`src/design/bmrp_pkg.sv`:
```
// Package for the radio module response parser.
// Holds sizes, byte codes, event codes and the decode struct; no dependencies.
`default_nettype none
package bmrp_pkg;

  localparam int NAME_MAX = 21;
  localparam int CNT_W    = $clog2(NAME_MAX + 1);
  localparam int ADDR_W   = (NAME_MAX > 1) ? $clog2(NAME_MAX) : 1;

  localparam logic [7:0] CH_O      = 8'd79;
  localparam logic [7:0] CH_K      = 8'd75;
  localparam logic [7:0] CH_N      = 8'd78;
  localparam logic [7:0] CH_Y      = 8'd89;
  localparam logic [7:0] CH_E      = 8'd69;
  localparam logic [7:0] CH_DOLLAR = 8'd36;
  localparam logic [7:0] CH_BANG   = 8'd33;
  localparam logic [7:0] CH_L      = 8'd76;
  localparam logic [7:0] CH_C      = 8'd67;

  localparam logic [1:0] EV_LED_OFF    = 2'd0;
  localparam logic [1:0] EV_LED_ON     = 2'd1;
  localparam logic [1:0] EV_NAME_CHAR  = 2'd2;
  localparam logic [1:0] EV_DISCONNECT = 2'd3;

  typedef struct packed {
    logic ok_set;
    logic ok_clr;
    logic disc;
    logic led_off;
    logic led_on;
    logic cap_start;
    logic readout;
    logic store;
  } dec_t;

endpackage
`default_nettype wire

```
`src/design/bmrp_ram.sv`:
```
// Generic single-port-write, single-port-read RAM with registered read data.
// No dependencies.
`default_nettype none
module bmrp_ram #(
  parameter int WIDTH = 8,
  parameter int DEPTH = 16
) (
  input  wire logic                                    clk,
  input  wire logic                                    wr_en,
  input  wire logic [((DEPTH > 1) ? $clog2(DEPTH) : 1)-1:0] wr_addr,
  input  wire logic [WIDTH-1:0]                        wr_data,
  input  wire logic [((DEPTH > 1) ? $clog2(DEPTH) : 1)-1:0] rd_addr,
  output logic      [WIDTH-1:0]                        rd_data
);

  logic [WIDTH-1:0] mem [DEPTH];

  always_ff @(posedge clk) begin
    if (wr_en) begin
      mem[wr_addr] <= wr_data;
    end
    rd_data <= mem[rd_addr];
  end

endmodule
`default_nettype wire

```
`src/design/bmrp_decode.sv`:
```
// Two-byte code decoder: judges previous and current byte against the state and the name count.
// Depends on bmrp_pkg.
`default_nettype none
module bmrp_decode (
  input  wire logic [7:0]               prev_byte,
  input  wire logic [7:0]               cur_byte,
  input  wire logic                     ok_mode,
  input  wire logic                     capture,
  input  wire logic [bmrp_pkg::CNT_W-1:0] count,
  output bmrp_pkg::dec_t                dec
);
  import bmrp_pkg::*;

  logic full;

  assign full = (count == CNT_W'(NAME_MAX));

  always_comb begin
    dec = '0;
    if (prev_byte == CH_O && cur_byte == CH_K) begin
      dec.ok_set = 1'b1;
    end else if (ok_mode) begin
      if (prev_byte == CH_L && cur_byte == CH_O) begin
        dec.ok_clr = 1'b1;
        dec.disc   = 1'b1;
      end else if (prev_byte == CH_C && cur_byte == CH_O) begin
        dec.ok_clr = 1'b1;
      end
    end else if (prev_byte == CH_N && cur_byte == CH_O) begin
      dec.led_off = 1'b1;
    end else if (prev_byte == CH_Y && cur_byte == CH_E) begin
      dec.led_on = 1'b1;
    end else if (prev_byte == CH_DOLLAR && cur_byte == CH_DOLLAR) begin
      dec.cap_start = 1'b1;
    end else if ((prev_byte == CH_BANG && cur_byte == CH_BANG) || full) begin
      dec.readout = 1'b1;
    end else if (capture && cur_byte != CH_BANG) begin
      dec.store = 1'b1;
    end
  end

endmodule
`default_nettype wire

```
`src/design/ble_module_response_parser.sv`:
```
// A single-result word shows on the output in the cycle after accept; for a name readout of n
// characters the first word passes the read state and registered RAM data to the output, then
// one per cycle while out_stall is low. One input word per cycle, except while the output is held
// or a readout runs, which reads the name RAM once per character.
// Reset (synchronous, rst_n low) clears control state; the name RAM is not cleared.
// Depends on bmrp_pkg, bmrp_decode, bmrp_ram.
`default_nettype none
module ble_module_response_parser (
  input  wire logic       clk,
  input  wire logic       rst_n,
  input  wire logic       in_valid,
  output logic            in_stall,
  input  wire logic [7:0] in_rx_byte,
  output logic            out_valid,
  input  wire logic       out_stall,
  output logic [1:0]      out_event_res,
  output logic [7:0]      out_name_char,
  output logic            out_char_valid,
  output logic            out_last
);
  import bmrp_pkg::*;

  localparam logic ST_IDLE = 1'b0;
  localparam logic ST_READ = 1'b1;

  logic              state_r, state_nxt;
  logic [7:0]        prev_r, prev_nxt;
  logic              ok_r, ok_nxt;
  logic              cap_r, cap_nxt;
  logic [CNT_W-1:0]  cnt_r, cnt_nxt;
  logic [ADDR_W-1:0] idx_r, idx_nxt;
  logic [ADDR_W-1:0] rd_last_r, rd_last_nxt;

  logic              ov_r, ov_nxt;
  logic [1:0]        oev_r, oev_nxt;
  logic [7:0]        och_r, och_nxt;
  logic              ocv_r, ocv_nxt;
  logic              olast_r, olast_nxt;

  dec_t              dec;
  logic              acc;
  logic              slot_free;
  logic              is_last;
  logic              wr_en;
  logic [ADDR_W-1:0] rd_addr;
  logic [7:0]        rd_data;

  bmrp_decode u_decode (
    .prev_byte (prev_r),
    .cur_byte  (in_rx_byte),
    .ok_mode   (ok_r),
    .capture   (cap_r),
    .count     (cnt_r),
    .dec       (dec)
  );

  bmrp_ram #(
    .WIDTH (8),
    .DEPTH (NAME_MAX)
  ) u_store (
    .clk     (clk),
    .wr_en   (wr_en),
    .wr_addr (cnt_r[ADDR_W-1:0]),
    .wr_data (in_rx_byte),
    .rd_addr (rd_addr),
    .rd_data (rd_data)
  );

  assign slot_free = !ov_r || !out_stall;
  assign in_stall  = (state_r != ST_IDLE) || !slot_free;
  assign acc       = in_valid && !in_stall;
  assign is_last   = (idx_r == rd_last_r);
  assign wr_en     = acc && dec.store;

  always_comb begin
    case (state_r)
      ST_READ: rd_addr = (slot_free && !is_last) ? idx_r + ADDR_W'(1) : idx_r;
      default: rd_addr = '0;
    endcase
  end

  always_comb begin
    state_nxt   = state_r;
    prev_nxt    = prev_r;
    ok_nxt      = ok_r;
    cap_nxt     = cap_r;
    cnt_nxt     = cnt_r;
    idx_nxt     = idx_r;
    rd_last_nxt = rd_last_r;
    ov_nxt      = ov_r && out_stall;
    oev_nxt     = oev_r;
    och_nxt     = och_r;
    ocv_nxt     = ocv_r;
    olast_nxt   = olast_r;

    case (state_r)
      ST_IDLE: begin
        if (acc) begin
          prev_nxt = in_rx_byte;
          if (dec.ok_set) ok_nxt = 1'b1;
          if (dec.ok_clr) ok_nxt = 1'b0;
          if (dec.disc) begin
            cap_nxt   = 1'b0;
            cnt_nxt   = '0;
            ov_nxt    = 1'b1;
            oev_nxt   = EV_DISCONNECT;
            och_nxt   = 8'd0;
            ocv_nxt   = 1'b0;
            olast_nxt = 1'b1;
          end
          if (dec.led_off || dec.led_on) begin
            ov_nxt    = 1'b1;
            oev_nxt   = dec.led_on ? EV_LED_ON : EV_LED_OFF;
            och_nxt   = 8'd0;
            ocv_nxt   = 1'b0;
            olast_nxt = 1'b1;
          end
          if (dec.cap_start) cap_nxt = 1'b1;
          if (dec.readout) begin
            cap_nxt = 1'b0;
            cnt_nxt = '0;
            if (cnt_r == '0) begin
              ov_nxt    = 1'b1;
              oev_nxt   = EV_NAME_CHAR;
              och_nxt   = 8'd0;
              ocv_nxt   = 1'b0;
              olast_nxt = 1'b1;
            end else begin
              state_nxt   = ST_READ;
              idx_nxt     = '0;
              rd_last_nxt = ADDR_W'(cnt_r - CNT_W'(1));
            end
          end
          if (dec.store) cnt_nxt = cnt_r + CNT_W'(1);
        end
      end
      ST_READ: begin
        if (slot_free) begin
          ov_nxt    = 1'b1;
          oev_nxt   = EV_NAME_CHAR;
          och_nxt   = rd_data;
          ocv_nxt   = 1'b1;
          olast_nxt = is_last;
          if (is_last) begin
            state_nxt = ST_IDLE;
          end else begin
            idx_nxt = idx_r + ADDR_W'(1);
          end
        end
      end
      default: state_nxt = ST_IDLE;
    endcase
  end

  always_ff @(posedge clk) begin
    if (!rst_n) begin
      state_r <= ST_IDLE;
      prev_r  <= '0;
      ok_r    <= 1'b0;
      cap_r   <= 1'b0;
      cnt_r   <= '0;
      ov_r    <= 1'b0;
    end else begin
      state_r <= state_nxt;
      prev_r  <= prev_nxt;
      ok_r    <= ok_nxt;
      cap_r   <= cap_nxt;
      cnt_r   <= cnt_nxt;
      ov_r    <= ov_nxt;
    end
  end

  always_ff @(posedge clk) begin
    idx_r     <= idx_nxt;
    rd_last_r <= rd_last_nxt;
    oev_r     <= oev_nxt;
    och_r     <= och_nxt;
    ocv_r     <= ocv_nxt;
    olast_r   <= olast_nxt;
  end

  assign out_valid      = ov_r;
  assign out_event_res  = oev_r;
  assign out_name_char  = och_r;
  assign out_char_valid = ocv_r;
  assign out_last       = olast_r;

endmodule
`default_nettype wire
```
`config.mk`:
```
export PLATFORM = sky130hd
export DESIGN_NAME = ble_module_response_parser
export DESIGN_NICKNAME = d
export VERILOG_FILES = /design/src/design/bmrp_pkg.sv /design/src/design/bmrp_ram.sv /design/src/design/bmrp_decode.sv /design/src/design/ble_module_response_parser.sv
export SDC_FILE = /design/constraint.sdc
export NUM_CORES = 1
export LEC_CHECK = 0
export BUFFER_PORTS_ARGS = -buffer_cell sky130_fd_sc_hd__buf_2
export CAP_MARGIN = 20
export CORE_AREA = 2 2 203 205
export DETAILED_ROUTE_END_ITERATION = 12
export DIE_AREA = 0 0 205 207
export MAX_ROUTING_LAYER = met4
export PLACE_DENSITY_LB_ADDON = 0.15
export REMOVE_ABC_BUFFERS = 1
export SLEW_MARGIN = 20
export SYNTH_ARGS = -nofsm -noshare
export SYNTH_HDL_FRONTEND = slang
export SYNTH_SLANG_ARGS = --single-unit
```
`constraint.sdc`:
```
create_clock -name clk -period 3.1 [get_ports clk]
set_input_delay 0.62 -clock clk [delete_from_list [all_inputs] [get_ports clk]]
set_output_delay 0.62 -clock clk [all_outputs]
set_load 0.02 [all_outputs]
```
Yosys cells after proc, flatten, opt, wreduce, memory -nomap -nowiden:

Memory sizes are Yosys's and may differ from the RTL's. A register that Yosys moved wholly into a read port is not among the register bits.
Cells that the tools add are included.

* memories: 1
* RAM bits: 168
* input bits: 12
* word-level logic and storage cells: 146
* flip-flop bits (word level): 39
* output and inout port bits: 14

Memory list
* u_store.mem: depth 21, width 8, read ports 1, clocked after Yosys merged registers in 1, write ports 1, line bmrp_ram.sv:16 `logic [WIDTH-1:0] mem [DEPTH];`

* bitwise gates (word level): 2
* reduce and logical (&&, ||, !) cells: 32
* equality and inequality tests: 20
* mux-type cells: 76
* add/subtract/negate cells: 3

Operator list (count)
* 8-bit by 7-bit equality test with 1-bit output, second input constant: 8
* 5-bit 2-to-1 mux: 11
* 8-bit 2-to-1 mux: 6
* 1-bit 2-to-1 mux: 41
* 8-bit by 6-bit equality test with 1-bit output, second input constant: 4
* 2-bit 2-to-1 mux: 8
* 8-bit one-hot mux with 2 select lines: 1
* 1-bit logical AND: 12
* 5-bit by 1-bit adder with 5-bit output, second input constant: 2
* 5-bit one-hot mux with 2 select lines: 1
* 3-bit AND reduction: 3
* 2-bit != test, second input constant: 4
* 8-bit by 6-bit != test with 1-bit output, second input constant: 1
* 1-bit one-hot mux with 2 select lines: 4
* 7-bit 2-to-1 mux: 1
* 3-bit nonzero test: 2
* 5-bit equality test: 1
* 5-bit equality test, second input constant: 1
* 1-bit zero test: 5
* 5-bit zero test: 1
* 5-bit AND reduction: 1
* 5-bit by 1-bit subtractor with 5-bit output, second input constant: 1
* 1-bit logical OR: 4
* 4-bit 2-to-1 mux: 1
* other kinds (7): 9

Logic depth before layout (Yosys ltp):

* word-level depth: 15
* depth in mapped cells: 12
* mapped depth without buffers: 9

Hierarchy:

From an unflattened synthesis, not the netlist that was laid out.

* cells, all modules: 611
* area total of the unflattened synthesis: 9067.4 um^2

Modules (own cells, without submodules)
* bmrp_ram: area each 6844.1 um^2, instances 1, cells an instance 372, sequential area each 5205.0 um^2
* ble_module_response_parser: area each 1919.3 um^2, instances 1, cells an instance 199, sequential area each 1001.0 um^2
* bmrp_decode: area each 304.0 um^2, instances 1, cells an instance 40, sequential area each 0.0 um^2

Least setup slack after synthesis:

Ideal clock, no wire load.

* kind: input-to-reg
* start: input out_stall
* end: memory u_store.mem[7][0], enable pin
* cell stages on the path: 8
* data arrival time: 2468 ps
* setup slack: 262 ps
* required time: 2730 ps
* path buffers: 1
* setup time: 370 ps
* path through: and2_1 buf_2 nor2_1 and2_1 nand4_1 nor4_2 nand2_1 nor2_1

* word-level cells in the longest chain between the ends: 9

RTL lines
* start, declared: line ble_module_response_parser.sv:15 `input wire logic out_stall,`
* 1-bit zero test: line ble_module_response_parser.sv:69 `assign slot_free = !ov_r || !out_stall;`
* 1-bit logical OR: line ble_module_response_parser.sv:69
* 1-bit zero test: line ble_module_response_parser.sv:70 `assign in_stall = (state_r != ST_IDLE) || !slot_free;`
* 1-bit logical OR: line ble_module_response_parser.sv:70
* 1-bit zero test: line ble_module_response_parser.sv:71 `assign acc = in_valid && !in_stall;`
* 1-bit logical AND: line ble_module_response_parser.sv:71
* 1-bit logical AND: line ble_module_response_parser.sv:73 `assign wr_en = acc && dec.store;`
* 1-bit 2-to-1 mux: line bmrp_ram.sv:19 `if (wr_en) begin`
* 1-bit 2-to-1 mux (implied by the code): line bmrp_ram.sv:20 `mem[wr_addr] <= wr_data;`
* end, declared: line bmrp_ram.sv:16

Every way passes these cells.

Worst setup path in the final report:

* start: register idx_r[1]
* end: register u_store.rd_data[3] (read register of u_store.mem)

* word-level cells in the longest chain between the ends: 5
* elaborated cells between the ends (all ways): 6
* classes of those cells: 1 x add/sub; 1 x eq/ne; 2 x mux; 2 x reduce/logical

RTL lines
* start, declared: line ble_module_response_parser.sv:31 `logic [ADDR_W-1:0] idx_r, idx_nxt;`
* start signal, assigned: line ble_module_response_parser.sv:174 `idx_r <= idx_nxt;`
* branches (longest 3 deep; another with 5-bit by 1-bit adder with 5-bit output)
* 5-bit 2-to-1 mux *: line ble_module_response_parser.sv:77 `ST_READ: rd_addr = (slot_free && !is_last) ? idx_r + ADDR_W'(1) : idx_r;`
* 5-bit 2-to-1 mux *: line ble_module_response_parser.sv:76 `case (state_r)`
* end, declared: line bmrp_ram.sv:13 `output logic [WIDTH-1:0] rd_data`

Every way passes the cells marked *.
A chain may end at the register's enable or synchronous reset.

==> metrics.cfg <==
[yosys]
ys_seq_elements=215
synth_top_family_by_area=compound AO/OA/AOI/OAI gates
synth_cells=704
synthTopCellsByArea=edfxtp_1 63%, dfxtp_1 5.5%, nand2_1 4.9%
synthFlopType=edfxtp_1
synth-xor-area-share=0.0180
yosysSeqAreaShare=0.681
syn_area_mm2=0.00911
synthMuxAreaShare=0.00646
yosysUniqueCellTypes=66
async_flop_share=0
synth-simple-area-share=0.122
yosys_warnings=0
synth.avg_cell_area_um2=12.9
synth-edff-count=190
synth_fa_ha_area_frac=0.00824
synth_top_area_cell=edfxtp_1
synthTopCellsByCount=190 x edfxtp_1, 118 x nand2_1, 75 x a21oi_1
synth-compound-area-share=0.131
synth.most_common_cell=edfxtp_1
synth_top_area_frac=0.626

[floorplanning]
dieArea_mm2=0.0424
die_w_um=205
start_util=0.226
die_h_um=207
ios=26
row_count=74
core_mm2=0.0404

[routing]
wl_per_cell_um=19.5
dr.first_iter.drc_count=334
dr.pass1.iters=4
drt_wl_total_um=26000
post-route-drc-count=0
vias=5809
vias_per_cell=4.35
postRouteAntennaNets=0

[global_route]
grt_usage=0.128
top_usage_layer=met2
grtUsageMet2=0.206
gr-total-overflow=0
grt_pass1_vias=6104
grt_max_degree=54
grt_pass1_wl_um=39600
antenna_found_initial=2
use_met3=0.0176
use_met1=0.169

[clock_network]
insertion_delay_ns=0.53
clkTransAtPathRegs_ns=0.06
cts_buffer_depth=3
numCtsBuffers=26
cts_root_buffer=clkbuf_16
postCtsHoldBufs=0
clock_sinks=215
cts_tree=done
cts-htree-levels=1

[timing]
finalCriticalPeriod_ns=2.82
max_slew_margin=0.342
finClkSkew_ns=0.00822
clock.fmax_mhz=355
worstMarginPinSlew_ns=0.983
finalHoldViolCount=0
timing.final.ws_setup_ns=0.285
setup_viol=0
final_max_slew_viol_count=0
post-route-period-util=0.908
grt_setup_unrepaired=no

[setup_path]
worstPathMaxFanout=24
crit_path_end_kind=register
crit-reg2reg-launch=idx_r[1]
required_ns=3.57
startpoint_type=register
startpoint=idx_r[1]
path_class=reg -> reg
arrival_ns=3.29

[power_and_ir_drop]
powerDensity_mw_per_mm2=593
ir_worst_vdd_v=0.000332
finalPower_mw=6.64
power.leakage_nw=3.69

[placed_design]
port_buffers=25
dp_cells=1286
place_hpwl_um=17700
dp_slack_ns=-0.105
gp_congestion=0.745

[run_status]
status=finished, final reports clean

[run]
cap_violations=0

[finish]
fin_cells=1335
drive_above_1_share=0.196
area_growth_syn_to_layout_pct=22.9
num-nets-final=800

[worst_hold_path]
hp-class=in -> reg
hold_path.startpoint=in_valid

[through the flow]
| stage | instance area (um2) | setup TNS, ns | hold WS [ns] | utilization |
|---|---|---|---|---|
| final | 11200 | 0 | 0.391 | 0.277 |
| after global routing | 11200 | 0 | 0.386 | 0.277 |
| after CTS | 11200 | 0 | 0.370 | 0.277 |
| after detailed placement | 10200 | -1.37 | 0.483 | 0.254 |
| after global placement | 10200 | -1.21 | 0.480 | 0.254 |
| after floorplan | 8850 | -1.58 | 0.452 | - |
[report_power, final]
group          switching [mW]  internal (mW)
combinational          0.0929         0.0411
clock                    1.21           2.13
sequential             0.0112           3.16
total                    1.31           5.33
[per-layer routing]
layer | share of wire | routed length, um
met1 | 0.46 | 11900
met2 | 0.48 | 12500
met3 | 0.040 | 1040
met4 | 0.020 | 514
met5 | 0 | 0
[registers in the layout, indices dropped and copies added, names as in the netlist, 2 cells and up]
register / count
u_store.rd_data: 8
cnt_r: 5
idx_r: 5
prev_r: 8
out_event_res: 2
rd_last_r: 5
out_name_char: 8
u_store.mem: 168
[repair_timing]
item	4_1_cts	5_1_grt
endpoints found under the setup margin	0	1
setup buffers	0	0
gates resized for setup	0	1
[final cells by class]
cell class                      count  area, um2
Sequential cell                   215       6210
Clock inverter                     17        244
Multi-Input combinational cell    438       2610
Inverter                           11       41.3
Tap cell                          532        666
Fill cell                        4255      29200
Clock buffer                       31        709
Antenna cell                        1       2.50
Timing Repair Buffer               90        717
[final timing paths]
check                                          end  slack, ns  depth (start not counted)
worst min-delay path                     out_valid       0.39                          3
worst max-delay path            u_store.rd_data[3]       0.28                         12
worst max register to register  u_store.rd_data[3]       0.28                         12
worst min register to register           prev_r[5]       0.48                          2
[layout by cell type (no fill, tap or decap), drive strengths merged, types with 12 or more instances in the layout]
cell	instances
a21boi	12
a21oi	75
a22o	16
a22oi	30
buf	90
clkbuf	31
dfxtp	25
edfxtp	190
nand2	119
nor2	35
nor3	13
o22ai	15
[critical path, stage by stage (launching register included)]
cell and delay (ns):
edfxtp_1 0.46, ha_1 0.34, a22o_1 0.16, a31oi_1 0.05
a31oi_1 0.22, and2_2 0.21, buf_12 0.17, buf_6 0.22
nand2_1 0.08, a22oi_1 0.22, o22ai_1 0.15, nor3_1 0.27
buf_4 0.17
[cell families after synthesis]
| kind of cell | count (synthesis) |
|---|---|
| buffers and inverters | 51 |
| and+or+nand+nor | 232 |
| DFF | 215 |
| xor gates and xnor gates | 17 |
| muxes | 4 |
| AOI/OAI and AO/OA | 179 |
| adders and majority gates | 6 |
Power figures use the tool's default switching activity.
